--- config.mk ---
export PLATFORM = sky130hd
export DESIGN_NAME = ir_pulse_slot_encoder
export DESIGN_NICKNAME = d
export VERILOG_FILES = /design/src/rtl/isl_pkg.sv /design/src/rtl/isl_level.sv /design/src/rtl/isl_slot_seq.sv /design/src/rtl/ir_pulse_slot_encoder.sv
export SDC_FILE = /design/constraint.sdc
export NUM_CORES = 1
export LEC_CHECK = 0
export ABC_AREA = 0
export BUFFER_PORTS_ARGS = -buffer_cell sky130_fd_sc_hd__buf_2
export CAP_MARGIN = 25
export CORE_AREA = 3 3 121 123
export CTS_BUF_LIST = sky130_fd_sc_hd__clkbuf_8
export CTS_CLUSTER_SIZE = 24
export DETAILED_ROUTE_END_ITERATION = 16
export DIE_AREA = 0 0 124 126
export GPL_ROUTABILITY_DRIVEN = 0
export PLACE_DENSITY = 0.68
export SYNTH_ARGS = -nofsm -noshare
export SYNTH_HDL_FRONTEND = slang
export SYNTH_SLANG_ARGS = --single-unit
--- constraint.sdc ---
create_clock -name clk -period 3.2 [get_ports clk]
set_clock_uncertainty 0.15 [all_clocks]
set_input_delay 0.48 -clock clk [delete_from_list [all_inputs] [get_ports clk]]
set_output_delay 0.48 -clock clk [all_outputs]
set_load 0.1 [all_outputs]
--- src/rtl/isl_pkg.sv ---
`default_nettype none

package isl_pkg;

  localparam int BIT_COUNT    = 14;
  localparam int HEADER_SLOTS = 4;
  localparam int PERCENT_FULL = 100;

  localparam int DATA_W    = 14;
  localparam int PCT_W     = 8;
  localparam int DUTY_W    = 15;
  localparam int PCT_SAT_W = 7;
  localparam int PROD_W    = DUTY_W + PCT_SAT_W;
  localparam int REM_W     = 7;
  localparam int STEP_W    = $clog2(PROD_W);
  localparam int HEAD_W    = (HEADER_SLOTS > 1) ? $clog2(HEADER_SLOTS) : 1;
  localparam int BIT_IDX_W = (BIT_COUNT > 1) ? $clog2(BIT_COUNT) : 1;

  typedef struct packed {
    logic              done;
    logic [DUTY_W-1:0] level;
  } isl_lvl_t;

endpackage

`default_nettype wire

--- src/rtl/isl_level.sv ---
`default_nettype none

module isl_level
  import isl_pkg::*;
(
  input  wire logic              clk,
  input  wire logic              rst_n,
  input  wire logic              go,
  input  wire logic [DUTY_W-1:0] max_power,
  input  wire logic [PCT_W-1:0]  percent,
  output isl_lvl_t               lvl
);

  localparam logic [PCT_W-1:0]   PCT_FULL_P = PCT_W'(PERCENT_FULL);
  localparam logic [REM_W:0]     DIVISOR    = (REM_W + 1)'(PERCENT_FULL);
  localparam logic [STEP_W-1:0]  MUL_LAST   = STEP_W'(PCT_SAT_W - 1);
  localparam logic [STEP_W-1:0]  DIV_LAST   = STEP_W'(PROD_W - 1);

  logic                 run_r, run_nxt;
  logic                 div_r, div_nxt;
  logic                 done_r, done_nxt;
  logic [STEP_W-1:0]    step_r, step_nxt;
  logic [PROD_W-1:0]    acc_r, acc_nxt;
  logic [PROD_W-1:0]    mcand_r, mcand_nxt;
  logic [PCT_SAT_W-1:0] mplier_r, mplier_nxt;
  logic [REM_W-1:0]     rem_r, rem_nxt;
  logic [PCT_SAT_W-1:0] pct_sat;
  logic [REM_W:0]       trial;
  logic                 qbit;

  assign pct_sat = (percent > PCT_FULL_P) ? PCT_SAT_W'(PERCENT_FULL) : percent[PCT_SAT_W-1:0];
  assign trial   = {rem_r, acc_r[PROD_W-1]};
  assign qbit    = (trial >= DIVISOR);

  always_comb begin
    run_nxt    = run_r;
    div_nxt    = div_r;
    done_nxt   = 1'b0;
    step_nxt   = step_r;
    acc_nxt    = acc_r;
    mcand_nxt  = mcand_r;
    mplier_nxt = mplier_r;
    rem_nxt    = rem_r;
    if (go) begin
      run_nxt    = 1'b1;
      div_nxt    = 1'b0;
      step_nxt   = '0;
      acc_nxt    = '0;
      mcand_nxt  = PROD_W'(max_power);
      mplier_nxt = pct_sat;
      rem_nxt    = '0;
    end else if (run_r && !div_r) begin
      if (mplier_r[0]) begin
        acc_nxt = acc_r + mcand_r;
      end
      mcand_nxt  = mcand_r << 1;
      mplier_nxt = mplier_r >> 1;
      step_nxt   = step_r + 1'b1;
      if (step_r == MUL_LAST) begin
        div_nxt  = 1'b1;
        step_nxt = '0;
      end
    end else if (run_r) begin
      rem_nxt  = qbit ? REM_W'(trial - DIVISOR) : trial[REM_W-1:0];
      acc_nxt  = {acc_r[PROD_W-2:0], qbit};
      step_nxt = step_r + 1'b1;
      if (step_r == DIV_LAST) begin
        run_nxt  = 1'b0;
        done_nxt = 1'b1;
      end
    end
  end

  always_ff @(posedge clk) begin
    if (!rst_n) begin
      run_r  <= 1'b0;
      div_r  <= 1'b0;
      done_r <= 1'b0;
      step_r <= '0;
    end else begin
      run_r  <= run_nxt;
      div_r  <= div_nxt;
      done_r <= done_nxt;
      step_r <= step_nxt;
    end
  end

  always_ff @(posedge clk) begin
    acc_r    <= acc_nxt;
    mcand_r  <= mcand_nxt;
    mplier_r <= mplier_nxt;
    rem_r    <= rem_nxt;
  end

  assign lvl = '{done: done_r, level: acc_r[DUTY_W-1:0]};

  a_done_single: assert property (@(posedge clk) disable iff (!rst_n)
    done_r |=> !done_r)
    else $error("level done held for more than one cycle");

  a_done_after_run: assert property (@(posedge clk) disable iff (!rst_n)
    done_r |-> !run_r)
    else $error("level done while still running");

  a_div_in_run: assert property (@(posedge clk) disable iff (!rst_n)
    (run_r && div_r && !go) |-> (rem_r < REM_W'(PERCENT_FULL)))
    else $error("division remainder out of range");

endmodule

`default_nettype wire

--- src/rtl/isl_slot_seq.sv ---
`default_nettype none

module isl_slot_seq
  import isl_pkg::*;
(
  input  wire logic              clk,
  input  wire logic              rst_n,
  input  wire logic              capture,
  input  wire logic [DATA_W-1:0] data_word,
  input  wire isl_lvl_t          lvl,
  output logic                   active,
  output logic                   out_valid,
  output logic [DUTY_W-1:0]      out_duty,
  output logic                   out_last
);

  localparam logic [2:0] ST_IDLE  = 3'd0;
  localparam logic [2:0] ST_WAIT  = 3'd1;
  localparam logic [2:0] ST_HEAD  = 3'd2;
  localparam logic [2:0] ST_OFF   = 3'd3;
  localparam logic [2:0] ST_ON    = 3'd4;
  localparam logic [2:0] ST_EXTRA = 3'd5;
  localparam logic [2:0] ST_TAIL  = 3'd6;

  localparam logic [HEAD_W-1:0]    HEAD_LAST = HEAD_W'(HEADER_SLOTS - 1);
  localparam logic [BIT_IDX_W-1:0] BIT_TOP   = BIT_IDX_W'(BIT_COUNT - 1);

  logic [2:0]                  state_r, state_nxt;
  logic [HEAD_W-1:0]           head_r, head_nxt;
  logic [BIT_IDX_W-1:0]        bit_idx_r, bit_idx_nxt;
  logic [BIT_COUNT-1:0]        sh_r, sh_nxt;
  logic [DUTY_W-1:0]           level_r, level_nxt;
  logic                        valid_r, valid_nxt;
  logic [DUTY_W-1:0]           duty_r, duty_nxt;
  logic                        last_r, last_nxt;
  logic [DATA_W+BIT_COUNT-1:0] data_ext;

  assign data_ext = {{BIT_COUNT{1'b0}}, data_word};

  always_comb begin
    state_nxt   = state_r;
    head_nxt    = head_r;
    bit_idx_nxt = bit_idx_r;
    sh_nxt      = sh_r;
    level_nxt   = level_r;
    valid_nxt   = 1'b0;
    duty_nxt    = duty_r;
    last_nxt    = 1'b0;
    case (state_r)
      ST_IDLE: begin
        if (capture) begin
          sh_nxt    = data_ext[BIT_COUNT-1:0];
          state_nxt = ST_WAIT;
        end
      end
      ST_WAIT: begin
        if (lvl.done) begin
          level_nxt = lvl.level;
          head_nxt  = '0;
          state_nxt = ST_HEAD;
        end
      end
      ST_HEAD: begin
        valid_nxt = 1'b1;
        duty_nxt  = level_r;
        head_nxt  = head_r + 1'b1;
        if (head_r == HEAD_LAST) begin
          bit_idx_nxt = BIT_TOP;
          state_nxt   = ST_OFF;
        end
      end
      ST_OFF: begin
        valid_nxt = 1'b1;
        duty_nxt  = '0;
        state_nxt = ST_ON;
      end
      ST_ON: begin
        valid_nxt = 1'b1;
        duty_nxt  = level_r;
        if (sh_r[BIT_COUNT-1]) begin
          state_nxt = ST_EXTRA;
        end else begin
          sh_nxt      = sh_r << 1;
          bit_idx_nxt = bit_idx_r - 1'b1;
          state_nxt   = (bit_idx_r == '0) ? ST_TAIL : ST_OFF;
        end
      end
      ST_EXTRA: begin
        valid_nxt   = 1'b1;
        duty_nxt    = level_r;
        sh_nxt      = sh_r << 1;
        bit_idx_nxt = bit_idx_r - 1'b1;
        state_nxt   = (bit_idx_r == '0) ? ST_TAIL : ST_OFF;
      end
      ST_TAIL: begin
        valid_nxt = 1'b1;
        duty_nxt  = '0;
        last_nxt  = 1'b1;
        state_nxt = ST_IDLE;
      end
      default: begin
        state_nxt = ST_IDLE;
      end
    endcase
  end

  always_ff @(posedge clk) begin
    if (!rst_n) begin
      state_r <= ST_IDLE;
      valid_r <= 1'b0;
      last_r  <= 1'b0;
    end else begin
      state_r <= state_nxt;
      valid_r <= valid_nxt;
      last_r  <= last_nxt;
    end
  end

  always_ff @(posedge clk) begin
    head_r    <= head_nxt;
    bit_idx_r <= bit_idx_nxt;
    sh_r      <= sh_nxt;
    level_r   <= level_nxt;
    duty_r    <= duty_nxt;
  end

  assign active    = (state_r != ST_IDLE);
  assign out_valid = valid_r;
  assign out_duty  = duty_r;
  assign out_last  = last_r;

  a_last_valid: assert property (@(posedge clk) disable iff (!rst_n)
    last_r |-> valid_r)
    else $error("last word without strobe");

  a_done_in_wait: assert property (@(posedge clk) disable iff (!rst_n)
    lvl.done |-> (state_r == ST_WAIT))
    else $error("level arrived outside wait");

  a_tail_ends: assert property (@(posedge clk) disable iff (!rst_n)
    (state_r == ST_TAIL) |=> (state_r == ST_IDLE && valid_r && last_r && duty_r == '0))
    else $error("closing slot malformed");

  a_head_slot: assert property (@(posedge clk) disable iff (!rst_n)
    (state_r == ST_HEAD) |=> (valid_r && !last_r && duty_r == level_r))
    else $error("header slot malformed");

endmodule

`default_nettype wire

--- src/rtl/ir_pulse_slot_encoder.sv ---
// The first slot word strobes once the level is ready after the accepting edge
// (7 multiply steps and 22 divide steps for the level, then load).
// Throughput: one slot word per cycle, 33 + (number of ones) slots per word;
// busy falls with the closing slot; no new word is taken while busy.
// Reset (synchronous, rst_n low): max_power clears to 0, sequencer goes idle.
// The receiver cannot stall: every slot word is shown for exactly one cycle.
`default_nettype none

module ir_pulse_slot_encoder
  import isl_pkg::*;
(
  input  wire logic              clk,
  input  wire logic              rst_n,
  input  wire logic              cfg_we,
  input  wire logic [DUTY_W-1:0] cfg_wdata,
  input  wire logic              start,
  output logic                   busy,
  input  wire logic [DATA_W-1:0] in_data_word,
  input  wire logic [PCT_W-1:0]  in_power_percent,
  output logic                   out_valid,
  output logic [DUTY_W-1:0]      out_duty,
  output logic                   out_last
);

  logic [DUTY_W-1:0] max_power_r;
  logic              accept;
  logic              active;
  isl_lvl_t          lvl;

  always_ff @(posedge clk) begin
    if (!rst_n) begin
      max_power_r <= '0;
    end else if (cfg_we) begin
      max_power_r <= cfg_wdata;
    end
  end

  assign accept = start && !busy;
  assign busy   = active;

  isl_level u_level (
    .clk       (clk),
    .rst_n     (rst_n),
    .go        (accept),
    .max_power (max_power_r),
    .percent   (in_power_percent),
    .lvl       (lvl)
  );

  isl_slot_seq u_seq (
    .clk       (clk),
    .rst_n     (rst_n),
    .capture   (accept),
    .data_word (in_data_word),
    .lvl       (lvl),
    .active    (active),
    .out_valid (out_valid),
    .out_duty  (out_duty),
    .out_last  (out_last)
  );

  a_busy_after_accept: assert property (@(posedge clk) disable iff (!rst_n)
    accept |=> busy)
    else $error("busy not raised after accept");

  a_no_strobe_after_accept: assert property (@(posedge clk) disable iff (!rst_n)
    accept |=> !out_valid)
    else $error("slot word right after accept");

  a_idle_quiet: assert property (@(posedge clk) disable iff (!rst_n)
    (!busy && $past(!busy)) |-> !out_valid)
    else $error("slot word while idle");

endmodule

`default_nettype wire
# After elaboration in Yosys (flattened, before gate mapping)
# Cells that the tools add are included.
dict set report totals {
  reg_bits 136
  in_bits 41
  out_inout_bits 18
  wordCells 105
}
dict set report op_classes {
  addsub 5
  order_cmp 2
  eq_ne 15
  muxes 34
  bitwise 3
  reduce_logical 27
}
# operator n
set op_table {}
lappend op_table {{22-bit 2-to-1 mux} 3}
lappend op_table {{14-bit case mux with 3 select lines} 1}
lappend op_table {{15-bit 2-to-1 mux} 2}
lappend op_table {{15-bit case mux with 2 select lines} 1}
lappend op_table {{14-bit 2-to-1 mux} 2}
lappend op_table {{7-bit 2-to-1 mux} 4}
lappend op_table {{22-bit adder} 1}
lappend op_table {{3-bit case mux with 6 select lines} 1}
lappend op_table {{3-bit 2-to-1 mux} 5}
lappend op_table {{5-bit 2-to-1 mux} 3}
lappend op_table {{4-bit case mux with 3 select lines} 1}
lappend op_table {{2-bit AND reduction} 6}
lappend op_table {{3-bit equality test, second input constant} 3}
lappend op_table {{3-bit AND reduction} 3}
lappend op_table {{3-bit nonzero test} 3}
lappend op_table {{8-bit by 7-bit greater-or-equal comparator with 1-bit output, second input constant} 1}
lappend op_table {{8-bit by 7-bit > comparator with 1-bit output, second input constant} 1}
lappend op_table {{4-bit 2-to-1 mux} 2}
lappend op_table {{2-bit inequality test, second input constant} 4}
lappend op_table {{2-bit nonzero test} 4}
lappend op_table {{1-bit 2-to-1 mux} 7}
lappend op_table {{7-bit subtractor, second input constant} 1}
lappend op_table {{3-bit by 2-bit equality test with 1-bit output, second input constant} 2}
lappend op_table {{5-bit by 1-bit adder with 5-bit output, second input constant} 1}
lappend op_table {{other kinds (18)} 24}

# Depth between registers and ports, before layout
dict set report logic_depth {
  ltp_word 5
  mapped_depth 9
  mapped_depth_nobuf 9
}

# By module
# From an unflattened synthesis, not the netlist that was laid out.
dict set report hier_totals {
  hier_cells 702
  hier_area_um2 7116.8
}
# module n_inst cells_each area_each_um2 seq_area_each_um2
set modules_own_cells {}
lappend modules_own_cells {isl_level 1 506 4292.9 1541.5}
lappend modules_own_cells {isl_slot_seq 1 147 2238.4 1601.5}
lappend modules_own_cells {ir_pulse_slot_encoder 1 49 585.6 300.3}

# Worst setup path before layout
# Ideal clock, no wire load.
dict set report synth_path {
  kind {flip-flop to flip-flop}
  startpoint {register u_level.mcand_r[0]}
  endpoint {register u_level.acc_r[8]}
  setup_time_ns 0.128
  t_arrival_ns 2.224
  path_slack_ns 0.698
  path_stages_with_launch 10
  path_buffers 0
  synth_period_minus_slack_ns 2.502
  path_cell_list {edfxtp_1 > ha_1 > fa_1 > a211oi_1 > o21bai_1 > a21oi_2 > o21ai_1 > xor2_1 > a222oi_1 > nor2_1}
}
dict set report synth_between {
  elab_chain_cells 3
}
# element line
set synth_rtl {}
lappend synth_rtl {{start: declaration} isl_level.sv:24} ;# logic [PROD_W-1:0] mcand_r, mcand_nxt;
lappend synth_rtl {{start signal: assignment} isl_level.sv:90} ;# mcand_r <= mcand_nxt;
lappend synth_rtl {{22-bit adder} isl_level.sv:54} ;# acc_nxt = acc_r + mcand_r;
lappend synth_rtl {{22-bit 2-to-1 mux} isl_level.sv:53} ;# if (mplier_r[0]) begin
lappend synth_rtl {{22-bit 2-to-1 mux} isl_level.sv:52} ;# end else if (run_r && !div_r) begin
lappend synth_rtl {{end signal: assignment} isl_level.sv:89} ;# acc_r <= acc_nxt;
lappend synth_rtl {{end: declaration} isl_level.sv:23} ;# logic [PROD_W-1:0] acc_r, acc_nxt;
# Every way passes these cells. The select of a mux whose other input is x is not followed.
# A chain may end at the register's enable or synchronous reset.

# Worst setup path after layout
# Ends and elaborated chain as after synthesis.

==> impl_metrics.yaml <==
floorplan:
  die_area_sq_mm: 0.0156
  ioPinCount: 59
  die_w_microns: 124
  die_h_microns: 126
  initial_core_util: 0.491
  core_sq_mm: 0.0138
  rows: 43
synthesis:
  synthAdderAreaFrac: 0.0603
  synth_compound_area_frac: 0.160
  yosysWarnings: 0
  synthArstFlopShare: 0
  syn_avg_cell_area_sq_um: 9.63
  synth_top_family_by_area: "simple AND/OR/NAND/NOR gates"
  yosysSeqAreaShare: 0.509
  synth-seq-cells: 136
  synthMuxAreaShare: 0.0281
  synth_edf_count: 72
  synthesis.area_sq_mm: 0.00677
  synth-simple-area-share: 0.170
  syn_inst: 703
  synthFlopType: "edfxtp_1"
  synthesis.nets: 776
  synth.distinct_cells: 60
  synth-xor-area-share: 0.0349
layout:
  multiInputGateArea_sq_mm: 0.00308
  nets: 829
  nFillCells: 1207
  area_growth_syn_to_layout_pct: 13.4
  layout-drive-gt1-share: 0.151
  regArea_sq_mm: 0.00344
  insertedDiodeCount: 0
grt:
  grtUsageTotal: 0.195
  grt_first_pass_wirelength_microns: 24200
  overflow: 0
  grt_max_degree: 42
  first_global_vias: 5153
  antenna_found_initial: 0
critical_path:
  reg2reg_from: "u_level.mcand_r[0]"
  r2r_slack_ps: 470
  path_max_fanout: 5
  cp.required_ps: 3370
  critPathKind: "register to register"
  r2r_end: "u_level.acc_r[8]"
  cp-start-kind: "register"
  ff2ff_path_depth: 9
  cp.arrival_ps: 2900
  end_kind: "register"
sta:
  fin_crit_sh: 0.852
  drv_slew: 0
  whs_ps: 118
  fmax_ghz: 0.367
  rsz0062_at_grt: "no"
  hold_viol: 0
  relSlewSlack: 0.571
  finalCriticalPeriod_ps: 2730
  fin_setup_tns_ps: 0
  tightest_slew_ps: 644
  setup_viol: 0
clocking:
  root_buffer: "clkbuf_8"
  clock_latency_ps: 450
  post_cts_buffers: 0
  clkTransAtPathRegs_ps: 80
  cts_max_level: 4
  clock_path_buffers: 2
  post_cts_resized: 0
  cts.sinks: 136
  ctsHoldBuffers: 0
  numCtsBuffers: 17
  cts_tree: "done"
route:
  drt-pass1-iter-count: 6
  first_iter_violations: 375
  drt-wirelength-per-cell_microns: 15.3
  vias_per_cell: 5.48
  dr_total_vias: 5205
  wl_microns: 14600
  drc: 0
  ant_nets: 0
power_and_ir_drop:
  power_frac_seq: 0.403
  clock_power_share: 0.239
  switching_share: 0.387
  p_leak_nw: 3.14
  p_comb_frac: 0.358
  powerDensity_mw_per_mm2: 835
  ir_worst_vdd_mv: 0.458
  p_sw_mw: 2.48
  p_int_mw: 3.93
run:
  cap_violations: 0
min_path:
  hold_path_end: "max_power_r[4]"
  hp-start: "cfg_wdata[4]"
  hold_depth: 3
  worstHoldPathType: "input port to register"
placed_design:
  dp_hpwl_microns: 10500
  io_buffers: 58
status:
  status: "completed"
==> worst max-delay path by stage <==
stage	endpoint	start	cells past startpoint
5_1_grt	u_level.acc_r[8]	u_level.mcand_r[0]	9
3_3_place_gp	u_level.acc_r[8]	u_level.mcand_r[0]	9
2_1_floorplan	u_level.acc_r[8]	u_level.mcand_r[0]	9
4_1_cts	u_level.acc_r[8]	u_level.mcand_r[0]	9
6_report	u_level.acc_r[8]	u_level.mcand_r[0]	9
3_5_place_dp	u_level.acc_r[8]	u_level.mcand_r[0]	9
==> sequential cells by signal, summed over array words and instances, names as in the netlist <==
signal	count
u_level.acc_r	22
u_level.mcand_r	22
max_power_r	15
u_seq.level_r	15
u_seq.out_duty	15
u_seq.sh_r	14
u_level.mplier_r	7
u_level.rem_r	7
u_level.step_r	5
u_seq.bit_idx_r	4
u_seq.state_r	3
u_seq.head_r	2
u_level.div_r	1
u_level.done_r	1
u_level.run_r	1
u_seq.out_last	1
u_seq.out_valid	1
==> worst max-delay path: stages (launching register included) <==
cell and delay [ps]:
edfxtp_1 410, ha_1 230, fa_1 430, a211oi_1 250, o21bai_1 120, a21oi_2 330, o21ai_1 160, xor2_1 160
a222oi_1 300, nor2_1 60
==> cells in the mapped netlist (6+ instances only) <==
master,n,area share
a21o_1,9,0.010
a21oi_1,59,0.044
and2_1,20,0.018
buf_2,6,0.0044
clkbuf_1,25,0.014
dfxtp_1,64,0.19
edfxtp_1,72,0.32
ha_1,31,0.057
inv_1,25,0.014
mux2i_1,19,0.028
nand2_1,121,0.067
nand3_1,10,0.0074
nand4_1,7,0.0065
nor2_1,55,0.031
nor2b_1,8,0.0074
nor3_1,14,0.010
o21ai_0,39,0.029
o221ai_1,6,0.0078
or3_1,8,0.0074
xnor2_1,10,0.013
xor2_1,17,0.022
==> logic make-up (layout without fill, tap and decap cells) <==
family                     count (synthesis)  after routing
and+or+nand+nor                          257            257
AOI/OAI and AO/OA                        169            169
DFF                                      136            136
buffers and inverters                     63            129
adders and majority gates                 32             32
xor gates and xnor gates                  27             27
muxes                                     19             19
==> stage by stage <==
step | total power, mW | utilization | instances | instance area [sq um] | setup WS (ps)
2_1_floorplan | 4.34 | - | 703 | 6770 | 698
3_3_place_gp | 4.79 | 0.525 | 916 | 7230 | 537
3_5_place_dp | 4.87 | 0.526 | 917 | 7240 | 487
4_1_cts | 6.42 | 0.557 | 949 | 7670 | 469
5_1_grt | 6.81 | 0.557 | 949 | 7670 | 212
6_report | 6.41 | 0.557 | 949 | 7670 | 473
==> final cells by class <==
| type | instances | area share |
|---|---|---|
| flip-flops and latches | 136 | 0.449 |
| repair buffers | 70 | 0.0512 |
| multi-input cells | 504 | 0.401 |
| well taps | 180 | 0.0293 |
| clock buffers | 17 | 0.0305 |
| clock inverters | 15 | 0.0263 |
| inverters | 27 | 0.0132 |
==> layout by cell type, fill, tap and decap left out, types with 3 or more instances in the layout <==
cell type   count
o21ai_1         5
clkbuf_8       17
o21ai_0        38
ha_1           31
o211ai_1        5
a21oi_2         3
buf_4          11
clkinvlp_4      3
nor3_1         13
and3_1          5
dfxtp_1        64
clkinv_4        3
clkinv_2        3
and2_1         20
nand2_1       121
a31oi_1         3
a211oi_1        5
xor2_1         17
nand2b_1        3
bufinv_16       4
nand3_1        10
a21oi_1        59
o21a_1          4
o221ai_1        6
xnor2_1        10
nor2b_1         8
a22o_1          5
nor2_1         54
o22ai_1         3
nand4_1         7
a21boi_0        4
a21o_1          9
inv_1          25
edfxtp_1       72
buf_2          58
mux2i_1        19
or3_1           8
==> power groups by stage <==
stage	logic [mW]	registers [mW]	clock network, mW
after floorplan	1.65	2.69	0
after global placement	2.19	2.60	0
after detailed placement	2.26	2.61	0
after CTS	2.27	2.58	1.57
after global routing	2.53	2.63	1.65
final	2.29	2.58	1.53
==> layer usage <==
layer / GRT usage / routed length (microns) / vias up
li1: - / - / 2594
met1: 0.244 / 6540 / 2415
met2: 0.317 / 6830 / 172
met3: 0.0615 / 975 / 24
met4: 0.0683 / 225 / 0
met5: 0 / 0 / -
Note: power is estimated with default switching activity, not from simulation.
